## config.mk

```make
export PLATFORM = sky130hd
export DESIGN_NAME = spll_cordic
export DESIGN_NICKNAME = d
export VERILOG_FILES = /design/src/sv/spll_pkg.sv /design/src/sv/spll_cordic.sv
export VERILOG_INCLUDE_DIRS = /design/src /design/src/sv
export SDC_FILE = /design/constraint.sdc
export NUM_CORES = 1
export LEC_CHECK = 0
export ABC_AREA = 1
export BUFFER_PORTS_ARGS = -buffer_cell sky130_fd_sc_hd__clkbuf_2
export CORE_MARGIN = 4
export CORE_UTILIZATION = 55
export DETAILED_ROUTE_END_ITERATION = 8
export PLACE_DENSITY_LB_ADDON = 0.08
export SLEW_MARGIN = 20
export SYNTH_ARGS = -nofsm -noshare
export SYNTH_HDL_FRONTEND = slang
export SYNTH_SLANG_ARGS = --single-unit
export TNS_END_PERCENT = 10
```

## constraint.sdc

```tcl
create_clock -name clk -period 8.65 [get_ports clk]
set_clock_uncertainty 0.15 [all_clocks]
set_input_delay 0.4325 -clock clk [delete_from_list [all_inputs] [get_ports clk]]
set_output_delay 0.4325 -clock clk [all_outputs]
set_load 0.005 [all_outputs]
```

## src/sv/sogi_single_phase_pll_defines.svh

```systemverilog
// Assertion macros for the SOGI single-phase PLL.
`ifndef SOGI_SINGLE_PHASE_PLL_DEFINES_SVH
`define SOGI_SINGLE_PHASE_PLL_DEFINES_SVH
`ifndef SYNTH
`define SPLL_ASSERT_IMPL(label, clk, rst_n, ante, cons) \
    label: assert property (@(posedge clk) disable iff (!rst_n) (ante) |-> (cons)) \
        else $error("assertion failed");
`define SPLL_ASSERT_NEXT(label, clk, rst_n, ante, cons) \
    label: assert property (@(posedge clk) disable iff (!rst_n) (ante) |=> (cons)) \
        else $error("assertion failed");
`else
`define SPLL_ASSERT_IMPL(label, clk, rst_n, ante, cons)
`define SPLL_ASSERT_NEXT(label, clk, rst_n, ante, cons)
`endif
`endif

```

## src/sv/spll_pkg.sv

```systemverilog
// Package: shared constants, CORDIC table and helper functions for the PLL.
package spll_pkg;
    localparam int SAMPLE_WIDTH_DEF = 16;
    localparam int ACC_WIDTH_DEF    = 32;
    localparam int TRIG_WIDTH_DEF   = 16;
    localparam int CORDIC_STEPS     = 24;
    localparam int STEP_W           = 5;
    localparam logic signed [63:0] CORDIC_GAIN_Q30 = 64'sd652032874;

    localparam logic [2:0] REG_B0  = 3'd0;
    localparam logic [2:0] REG_A1  = 3'd1;
    localparam logic [2:0] REG_A2  = 3'd2;
    localparam logic [2:0] REG_QB  = 3'd3;
    localparam logic [2:0] REG_KP  = 3'd4;
    localparam logic [2:0] REG_KI  = 3'd5;
    localparam logic [2:0] REG_NOM = 3'd6;
    localparam logic [2:0] REG_TS  = 3'd7;

    function automatic logic signed [31:0] atan_turns(input logic [STEP_W-1:0] i);
        logic signed [31:0] r;
        begin
            unique case (i)
                5'd0: r = 32'sd536870912;
                5'd1: r = 32'sd316933406;
                5'd2: r = 32'sd167458907;
                5'd3: r = 32'sd85004756;
                5'd4: r = 32'sd42667331;
                5'd5: r = 32'sd21354465;
                5'd6: r = 32'sd10679838;
                5'd7: r = 32'sd5340245;
                5'd8: r = 32'sd2670163;
                5'd9: r = 32'sd1335087;
                5'd10: r = 32'sd667544;
                5'd11: r = 32'sd333772;
                5'd12: r = 32'sd166886;
                5'd13: r = 32'sd83443;
                5'd14: r = 32'sd41722;
                5'd15: r = 32'sd20861;
                5'd16: r = 32'sd10430;
                5'd17: r = 32'sd5215;
                5'd18: r = 32'sd2608;
                5'd19: r = 32'sd1304;
                5'd20: r = 32'sd652;
                5'd21: r = 32'sd326;
                5'd22: r = 32'sd163;
                5'd23: r = 32'sd81;
                default: r = 32'sd0;
            endcase
            return r;
        end
    endfunction

    // saturate a 64-bit value to 32-bit signed
    function automatic logic signed [31:0] sat32(input logic signed [63:0] v);
        begin
            if (v > 64'sd2147483647)
                return 32'sh7fffffff;
            else if (v < -64'sd2147483648)
                return 32'sh80000000;
            else
                return v[31:0];
        end
    endfunction

    // round half up, shift by n (n >= 1)
    function automatic logic signed [63:0] rshr(input logic signed [63:0] v, input int n);
        logic signed [63:0] h;
        begin
            h = 64'sd1 <<< (n - 1);
            return (v + h) >>> n;
        end
    endfunction

    typedef enum logic [1:0] {
        MUL_ROUND_FS,
        MUL_ROUND_30,
        MUL_ROUND_TF,
        MUL_RAW
    } mul_mode_t;

    typedef struct packed {
        logic      start;
        mul_mode_t mode;
    } mul_ctl_t;
endpackage

```

## src/sv/spll_cordic.sv

```systemverilog
// Iterative CORDIC: one rotation per cycle, quadrant fold and rounding to trig width.
`include "sogi_single_phase_pll_defines.svh"
module spll_cordic #(
    parameter int TRIG_WIDTH = spll_pkg::TRIG_WIDTH_DEF
) (
    input  logic                         clk,
    input  logic                         rst_n,
    input  logic                         start,
    input  logic [31:0]                  angle,
    output logic                         done,
    output logic signed [TRIG_WIDTH-1:0] sine,
    output logic signed [TRIG_WIDTH-1:0] cosine
);
    localparam int SH = 31 - TRIG_WIDTH;

    logic signed [33:0] x_reg, y_reg, z_reg;
    logic [1:0]         quad_reg;
    logic [spll_pkg::STEP_W-1:0] i_reg;
    logic               busy_reg, done_reg;
    logic signed [TRIG_WIDTH-1:0] s_reg, c_reg;
    logic signed [33:0] xs, ys, at;
    logic signed [33:0] cx, sy;

    function automatic logic signed [TRIG_WIDTH-1:0] tout(input logic signed [33:0] v);
        logic signed [63:0] r;
        logic signed [63:0] hi;
        begin
            r  = spll_pkg::rshr(64'(v), SH);
            hi = (64'sd1 <<< (TRIG_WIDTH - 1)) - 64'sd1;
            if (r > hi)
                return hi[TRIG_WIDTH-1:0];
            else if (r < -hi - 64'sd1)
                return TRIG_WIDTH'(-hi - 64'sd1);
            else
                return r[TRIG_WIDTH-1:0];
        end
    endfunction

    assign xs = x_reg >>> i_reg;
    assign ys = y_reg >>> i_reg;
    assign at = 34'(spll_pkg::atan_turns(i_reg));

    always_comb
    begin
        unique case (quad_reg)
            2'd0: begin cx = x_reg;  sy = y_reg;  end
            2'd1: begin cx = -y_reg; sy = x_reg;  end
            2'd2: begin cx = -x_reg; sy = -y_reg; end
            default: begin cx = y_reg; sy = -x_reg; end
        endcase
    end

    always_ff @(posedge clk or negedge rst_n)
    begin
        if (!rst_n)
        begin
            busy_reg <= 1'b0;
            done_reg <= 1'b0;
            i_reg    <= '0;
        end
        else
        begin
            done_reg <= 1'b0;
            if (start)
            begin
                busy_reg <= 1'b1;
                i_reg    <= '0;
            end
            else if (busy_reg)
            begin
                if (i_reg == spll_pkg::STEP_W'(spll_pkg::CORDIC_STEPS - 1))
                begin
                    busy_reg <= 1'b0;
                    done_reg <= 1'b1;
                end
                i_reg <= i_reg + 1'b1;
            end
        end
    end

    always_ff @(posedge clk)
    begin
        if (start)
        begin
            x_reg    <= 34'(spll_pkg::CORDIC_GAIN_Q30);
            y_reg    <= '0;
            z_reg    <= 34'({2'b00, angle[29:0]});
            quad_reg <= angle[31:30];
        end
        else if (busy_reg)
        begin
            if (z_reg >= 0)
            begin
                x_reg <= x_reg - ys;
                y_reg <= y_reg + xs;
                z_reg <= z_reg - at;
            end
            else
            begin
                x_reg <= x_reg + ys;
                y_reg <= y_reg - xs;
                z_reg <= z_reg + at;
            end
        end
        if (done_reg)
        begin
            s_reg <= tout(sy);
            c_reg <= tout(cx);
        end
    end

    assign done   = done_reg;
    assign sine   = s_reg;
    assign cosine = c_reg;

    `SPLL_ASSERT_NEXT(a_cordic_start_busy, clk, rst_n, start, busy_reg)
    `SPLL_ASSERT_IMPL(a_cordic_no_restart, clk, rst_n, busy_reg, !start)
    `SPLL_ASSERT_IMPL(a_cordic_done_idle, clk, rst_n, done_reg, !busy_reg)
endmodule

```

==> reports/results.ini, run 1 <==
[cts]
worst_skew_pair.late_latency_ns = 0.50
clock_path_buffers = 2
cts_tree = yes
ctsRootBufferMaster = clkbuf_16
cts_inserted_buffers = 17
htree_num_levels = 4
clock_sinks = 143
cts_hold_buf = 3
cts_resized = 0
cts_setup_buffers = 0
clk_pin_slew_worst_paths_ns = 0.07

[placement]
dp_cells = 4148
dp_hpwl_um = 62600
place_congestion = 1.06
io_buffers = 67

[yosys]
ys_seq_area_share_pct = 16.4
yosysWarnings = 0
synth_nets = 3834
synth_area_leaders = nand2_1 19%, nand3_1 12%, edfxtp_1 8.9%
syn_area_um2 = 21500
netlist_instances = 3682
yosysTopAreaCell = nand2_1
yosysTopAreaCellShare_pct = 19.0
synth_seq_cells = 143
synth_cell_types = 67
synth_area_per_cell_um2 = 5.85

[run_status]
status = completed

[die]
die_h_um = 206
die_x_um = 206
rows = 72
start_util_pct = 55.7
ios = 68
die_area_um2 = 42400
core_area_um2 = 38600

[setup_path]
cp-end-kind = flip-flop
critical_path.most_common_cell = nand2_1
critPathTopFamily = simple AND/OR/NAND/NOR gates
critPathArrivalTime_ns = 6.70
worstSetupPathType = reg2reg
cp-start-kind = flip-flop
cp_slowest_cell = o21ai_0
cp_num_buf_inv = 5
critPathMaxStageDelay_ns = 0.63
required_ns = 8.75
crit_fanout = 58

[flow_run]
cap_violations = 0

[sta]
drv_slew = 0
rsz0062_at_grt = no
finalHoldViolCount = 0
fin_setup_tns_ns = 0
slew_headroom_pct = 32.6
max_freq_ghz = 0.151
setup_viol = 0
fin_crit_ns = 6.60
finalCritPeriodShare_pct = 76.3
tightestPinTransition_ns = 1.01

[pwr]
p_leak_nw = 11.1
comb_power_share_pct = 78.1
switching_share_pct = 58.9
intPower_mw = 4.18
power.switching_mw = 5.99
sequentialPowerShare_pct = 14.3
power-per-cell-area_nw_per_um2 = 452
irDropWorstVdd_mv = 0.291
finalPower_mw = 10.2
clock_power_share_pct = 7.6

[route]
drtIter0Drc = 2809
first_pass_iters = 6
via_per_inst = 6.02
ant_nets = 0
num_vias = 25200
wire_per_inst_um = 19.3
drt-total-wl_um = 80900
drc = 0

[grt]
gr-total-overflow = 0
antenna_found_initial = 0
grtUsageTotal_pct = 37.5
grt_first_pass_wirelength_um = 126000
grt_max_degree = 82
grt_pass1_vias = 23700

[cells_and_area]
mostFrequentLayoutCells = 1,093 x nand2_1, 523 x nand3_1, 352 x inv_1
fillers = 3965
layout-drive-gt1-share_pct = 8.89
diodes = 0
final_core_util_pct = 58.2
syn_to_final_growth_pct = 4.46
nets = 3804
stdcell_count = 4183
final_common_cell = nand2_1

[min_path]
hold_class = in2reg

final cells by class:
| class | instances | area (um^2) | area share, % |
|---|---|---|---|
| multi-input cells | 3013 | 15700 | 69.9 |
| clock inverters | 13 | 135 | 0.600 |
| well taps | 518 | 648 | 2.88 |
| clock buffers | 19 | 454 | 2.02 |
| repair buffers | 96 | 561 | 2.49 |
| flip-flops and latches | 143 | 3540 | 15.8 |
| inverters | 381 | 1430 | 6.37 |
kinds of logic after synthesis:
family	share of synthesized area (%)
AOI/OAI and AO/OA	15.3
buffers and inverters	10.6
and+or+nand+nor	44.6
DFF	16.4
xor gates and xnor gates	6.18
adders and majority gates	6.90
synth_stat cells (all sizes together):
cell	number
edfxtp	64
xnor2	55
o221ai	10
a221oi	5
a21o	8
nand2	1132
o2111ai	4
nor3b	1
a32oi	2
a31o	1
a211oi	4
o21ai	234
dfrtp	7
and2	2
o21bai	7
nand4	46
nor4	11
o32ai	1
ha	114
buf	95
fa	3
nor2	359
clkinv	6
o211ai	30
nor3	34
clkbuf	50
o311ai	2
a22oi	3
or2	32
xor2	97
inv	375
o31ai	4
a31oi	17
a21oi	222
o22ai	8
dfxtp	72
nand3b	5
a21boi	7
o21a	10
nand3	543
power groups by stage:
stage               Sequential, mW  Clock [mW]  Combinational (mW)
finish                        1.46       0.773                7.94
global route                  1.45       0.807                8.86
CTS                           1.43       0.788                7.77
detailed placement            1.44           0                7.72
global placement              1.44           0                7.57
floorplan                     1.18           0                6.02
stage by stage:
step,setup WS (ns),hold slack (ns),instance area [um^2]
after detailed placement,2.28,0.158,21900
after global placement,2.39,0.146,21900
final,2.05,0.0507,22500
after CTS,2.24,0.0238,22500
after floorplan,3.75,-0.0131,21500
after global routing,1.72,0.0506,22500
per-layer routing:
| layer | wire length [um] | up-vias | global-route usage [%] | share of wire, % |
|---|---|---|---|---|
| li1 | - | 12100 | - | - |
| met2 | 36800 | 1221 | 61.7 | 45 |
| met4 | 5260 | 0 | 23.1 | 6.5 |
| met3 | 6630 | 263 | 6.81 | 8.2 |
| met5 | 0 | - | 0 | 0 |
| met1 | 32200 | 11600 | 45.5 | 40 |
final timing paths:
kind                            from   endpoint  slack (ns)  depth (start not counted)
setup / recovery            i_reg[4]  z_reg[29]        2.05                         28
hold / removal             angle[19]  z_reg[19]        0.05                          3
setup reg to reg            i_reg[4]  z_reg[29]        2.05                         28
hold reg to reg            z_reg[32]  z_reg[32]        0.35                          2
max in group asynchronous      rst_n   i_reg[0]        7.94                          2
min in group asynchronous      rst_n   i_reg[3]        0.18                          2
tightest hold or removal path, cell delays in order:
cell	delay [ns]
clkbuf_2	0.07
nand2_1	0.04
nand2_1	0.05
Note: power is estimated with default switching activity, not from simulation.
==> inputs of run 2 (changes only) <==
--- a/config.mk
+++ b/config.mk
@@ -6,7 +6,7 @@
 export SDC_FILE = /design/constraint.sdc
 export NUM_CORES = 1
 export LEC_CHECK = 0
-export ABC_AREA = 1
+export ABC_AREA = 0
 export BUFFER_PORTS_ARGS = -buffer_cell sky130_fd_sc_hd__clkbuf_2
 export CORE_MARGIN = 4
 export CORE_UTILIZATION = 55
==> constraint.sdc (replaced) <==
create_clock -name clk -period 6.8 [get_ports clk]
set_clock_uncertainty 0.15 [all_clocks]
set_input_delay 0.34 -clock clk [delete_from_list [all_inputs] [get_ports clk]]
set_output_delay 0.34 -clock clk [all_outputs]
set_load 0.005 [all_outputs]
==> run 2 against run 1 <==
Design area is 1.8% higher; via count shrank 17%; core utilization grew 4.2 points; synthesized cell count decreased by 31%; worst hold slack lost 0.053 ns; critical path type unchanged; the flow now finishes with violations (negative hold slack); global-route usage shrank 1.3 points.
==> reports/results.ini, run 2 <==
[yosys]
synth_seq_cells = 143
synth_nets = 2686
yosysTopAreaCell = mux4_2
ys_seq_area_share_pct = 17.2
syn_area_um2 = 20600
yosysTopAreaCellShare_pct = 10.1
synth.cells.most_frequent = 230 x nor2_1, 218 x nand2_1, 208 x o21ai_0
async_flop_share_pct = 4.90
yosysWarnings = 0
synth_area_leaders = mux4_2 10%, edfxtp_1 9.4%, dfxtp_1 7.0%
ys.flop_type = dfxtp_1
synth_most_common_cell = nor2_1
netlist_instances = 2534
synth_area_per_cell_um2 = 8.11
synth_cell_types = 104
synth_edf_count = 64

[route]
drtIter0Drc = 2637
wire_per_inst_um = 24.5
ant_nets = 0
drc = 0
num_vias = 21000
drt-total-wl_um = 76000
via_per_inst = 6.77
first_pass_iters = 6

[cells_and_area]
diodes = 0
syn_to_final_growth_pct = 11.5
final_core_util_pct = 62.4
final_common_cell = nor2_1
nets = 2777
layout-drive-gt1-share_pct = 18.0
mostFrequentLayoutCells = 229 x nor2_1, 218 x nand2_1, 206 x o21ai_0
stdcell_count = 3106

[grt]
grt_first_pass_wirelength_um = 116000
grtUsageTotal_pct = 36.2
gr-total-overflow = 0
grt_pass1_vias = 19500
antenna_found_initial = 2
grt_max_degree = 73

[cts]
worst_skew_pair.late_latency_ns = 0.48
clock_path_buffers = 2
htree_num_levels = 4
ctsRootBufferMaster = clkbuf_16
cts_inserted_buffers = 17
cts_tree = yes
clk_pin_slew_worst_paths_ns = 0.07
clock_sinks = 143

[setup_path]
r2r_slack_ns = 0.14
required_ns = 7.02
cp_slowest_cell = mux4_1
rr_endpoint = x_reg[23]
cp-start-kind = flip-flop
cp_num_buf_inv = 5
cp-end-kind = flip-flop
critPathTopFamily = compound AO/OA/AOI/OAI gates
worstSetupPathType = reg2reg
r2r_start = i_reg[0]
critPathMaxStageDelay_ns = 0.69
crit_fanout = 32
critPathArrivalTime_ns = 6.88
cp_cell_sequence = buf_12 > buf_16 > mux4_1 > inv_1 > mux4_2 > a222oi_1 > and4bb_2 > nand2_1 > nor2_1 > a21oi_1 > xor2_1 > ha_1 > a21o_1 > a21o_1 > or3_1 > a211oi_1 > buf_4 > nor2_1 > a2111oi_0 > buf_4 > o21bai_1 > a21oi_1 > xnor2_1 > a211o_1
r2r_cells = 24

[pwr]
intPower_mw = 6.57
power.switching_mw = 6.88
irDropWorstVdd_mv = 0.473
switching_share_pct = 51.2
clock_power_share_pct = 7.2
p_leak_nw = 9.44
sequentialPowerShare_pct = 13.8
power-per-cell-area_nw_per_um2 = 587
comb_power_share_pct = 79.0

[die]
rows = 70
start_util_pct = 56.0
die_h_um = 201
ios = 68
core_area_um2 = 36700
die_x_um = 201
die_area_um2 = 40500

[sta]
setup_viol = 0
timing.hold.ws_ns = -0.00196
rsz0062_at_grt = yes
max_freq_ghz = 0.150
finalHoldViolCount = 1
setup_slack_ns = 0.141
tightestPinTransition_ns = 1.15
slew_headroom_pct = 23.2
finalCritPeriodShare_pct = 97.9
drv_slew = 0
fin_crit_ns = 6.66
fin_setup_tns_ns = 0

[min_path]
hold-path-cell-count = 3
hp-start = angle[17]
holdPathEnd = z_reg[17]
hold_class = in2reg

[run_status]
status = finished, violations left
violations = negative hold slack

[placement]
io_buffers = 67
dp_cells = 3039
place_congestion = 1.07
pre_cts_slack_ns = 0.117
dp_hpwl_um = 57700

[flow_run]
cap_violations = 0

## run 2: cells by family (layout without fill, tap and decap cells)
logic type,after synthesis,after routing,share of synthesized area (%)
AO/OA/AOI/OAI,762,762,24.2
XOR/XNOR,244,244,10.4
adder cells (fa/ha/maj),117,117,7.23
buffers and inverters,259,363,5.38
flip-flops,143,143,17.2
multiplexers,240,240,17.7
AND/OR/NAND/NOR,769,769,17.9
## run 2: per-stage QoR
stage	instance area (um^2)	power [mW]
after floorplan	20600	9.25
after global placement	21900	11.9
after detailed placement	21900	12.1
after CTS	22800	13.2
after global routing	22900	14.6
final	22900	13.5
## run 2: layout make-up
class / count / area, um^2
Clock inverter: 14 / 141
Multi-Input combinational cell: 2132 / 16000
Clock buffer: 18 / 429
Tap cell: 468 / 586
Sequential cell: 143 / 3550
Inverter: 67 / 255
Fill cell: 3238 / 13800
Timing Repair Buffer: 264 / 1970
## run 2: how the worst max path moves through the flow
stage	end	cells after the start	slack, ns	startpoint
4_1_cts	y_reg[32]	24	0.02	i_reg[0]
3_3_place_gp	x_reg[33]	23	0.15	i_reg[0]
6_report	x_reg[23]	24	0.14	i_reg[0]
3_5_place_dp	y_reg[32]	24	0.12	i_reg[0]
2_1_floorplan	z_reg[33]	28	0.69	i_reg[1]
5_1_grt	y_reg[33]	23	-0.02	i_reg[0]
## run 2: power by group through the flow
stage	sequential (mW)	combinational [mW]	clock, mW
2_1_floorplan	1.49	7.75	0
3_3_place_gp	1.82	10.1	0
3_5_place_dp	1.82	10.3	0
4_1_cts	1.81	10.4	0.981
5_1_grt	1.85	11.7	1.02
6_report	1.85	10.6	0.970
## run 2: worst reg2reg max path: cells and delay by family, from the launching register on
family | cells | cell delay [ns]
compound gates | 9 | 2.25
mux | 2 | 1.27
simple gates | 5 | 0.90
buf+inv | 5 | 0.77
flops | 1 | 0.53
xor+xnor | 2 | 0.39
fa+ha+maj | 1 | 0.30
## run 2: per-layer routing
layer	vias up	share of wire, %	GRT usage [%]
met5	-	0	0
met4	0	4.4	15.1
met3	226	10	7.95
met2	1158	44	55.2
met1	10000	42	50.0
li1	9622	-	-
## run 2: repair_timing
action,CTS,global route
hold buffers,31,0
hold endpoints to repair,37,0
cloned,0,1
buffers inserted,0,3
gates resized for setup,1,14
pin swaps,0,1
endpoints found under the setup margin,1,21
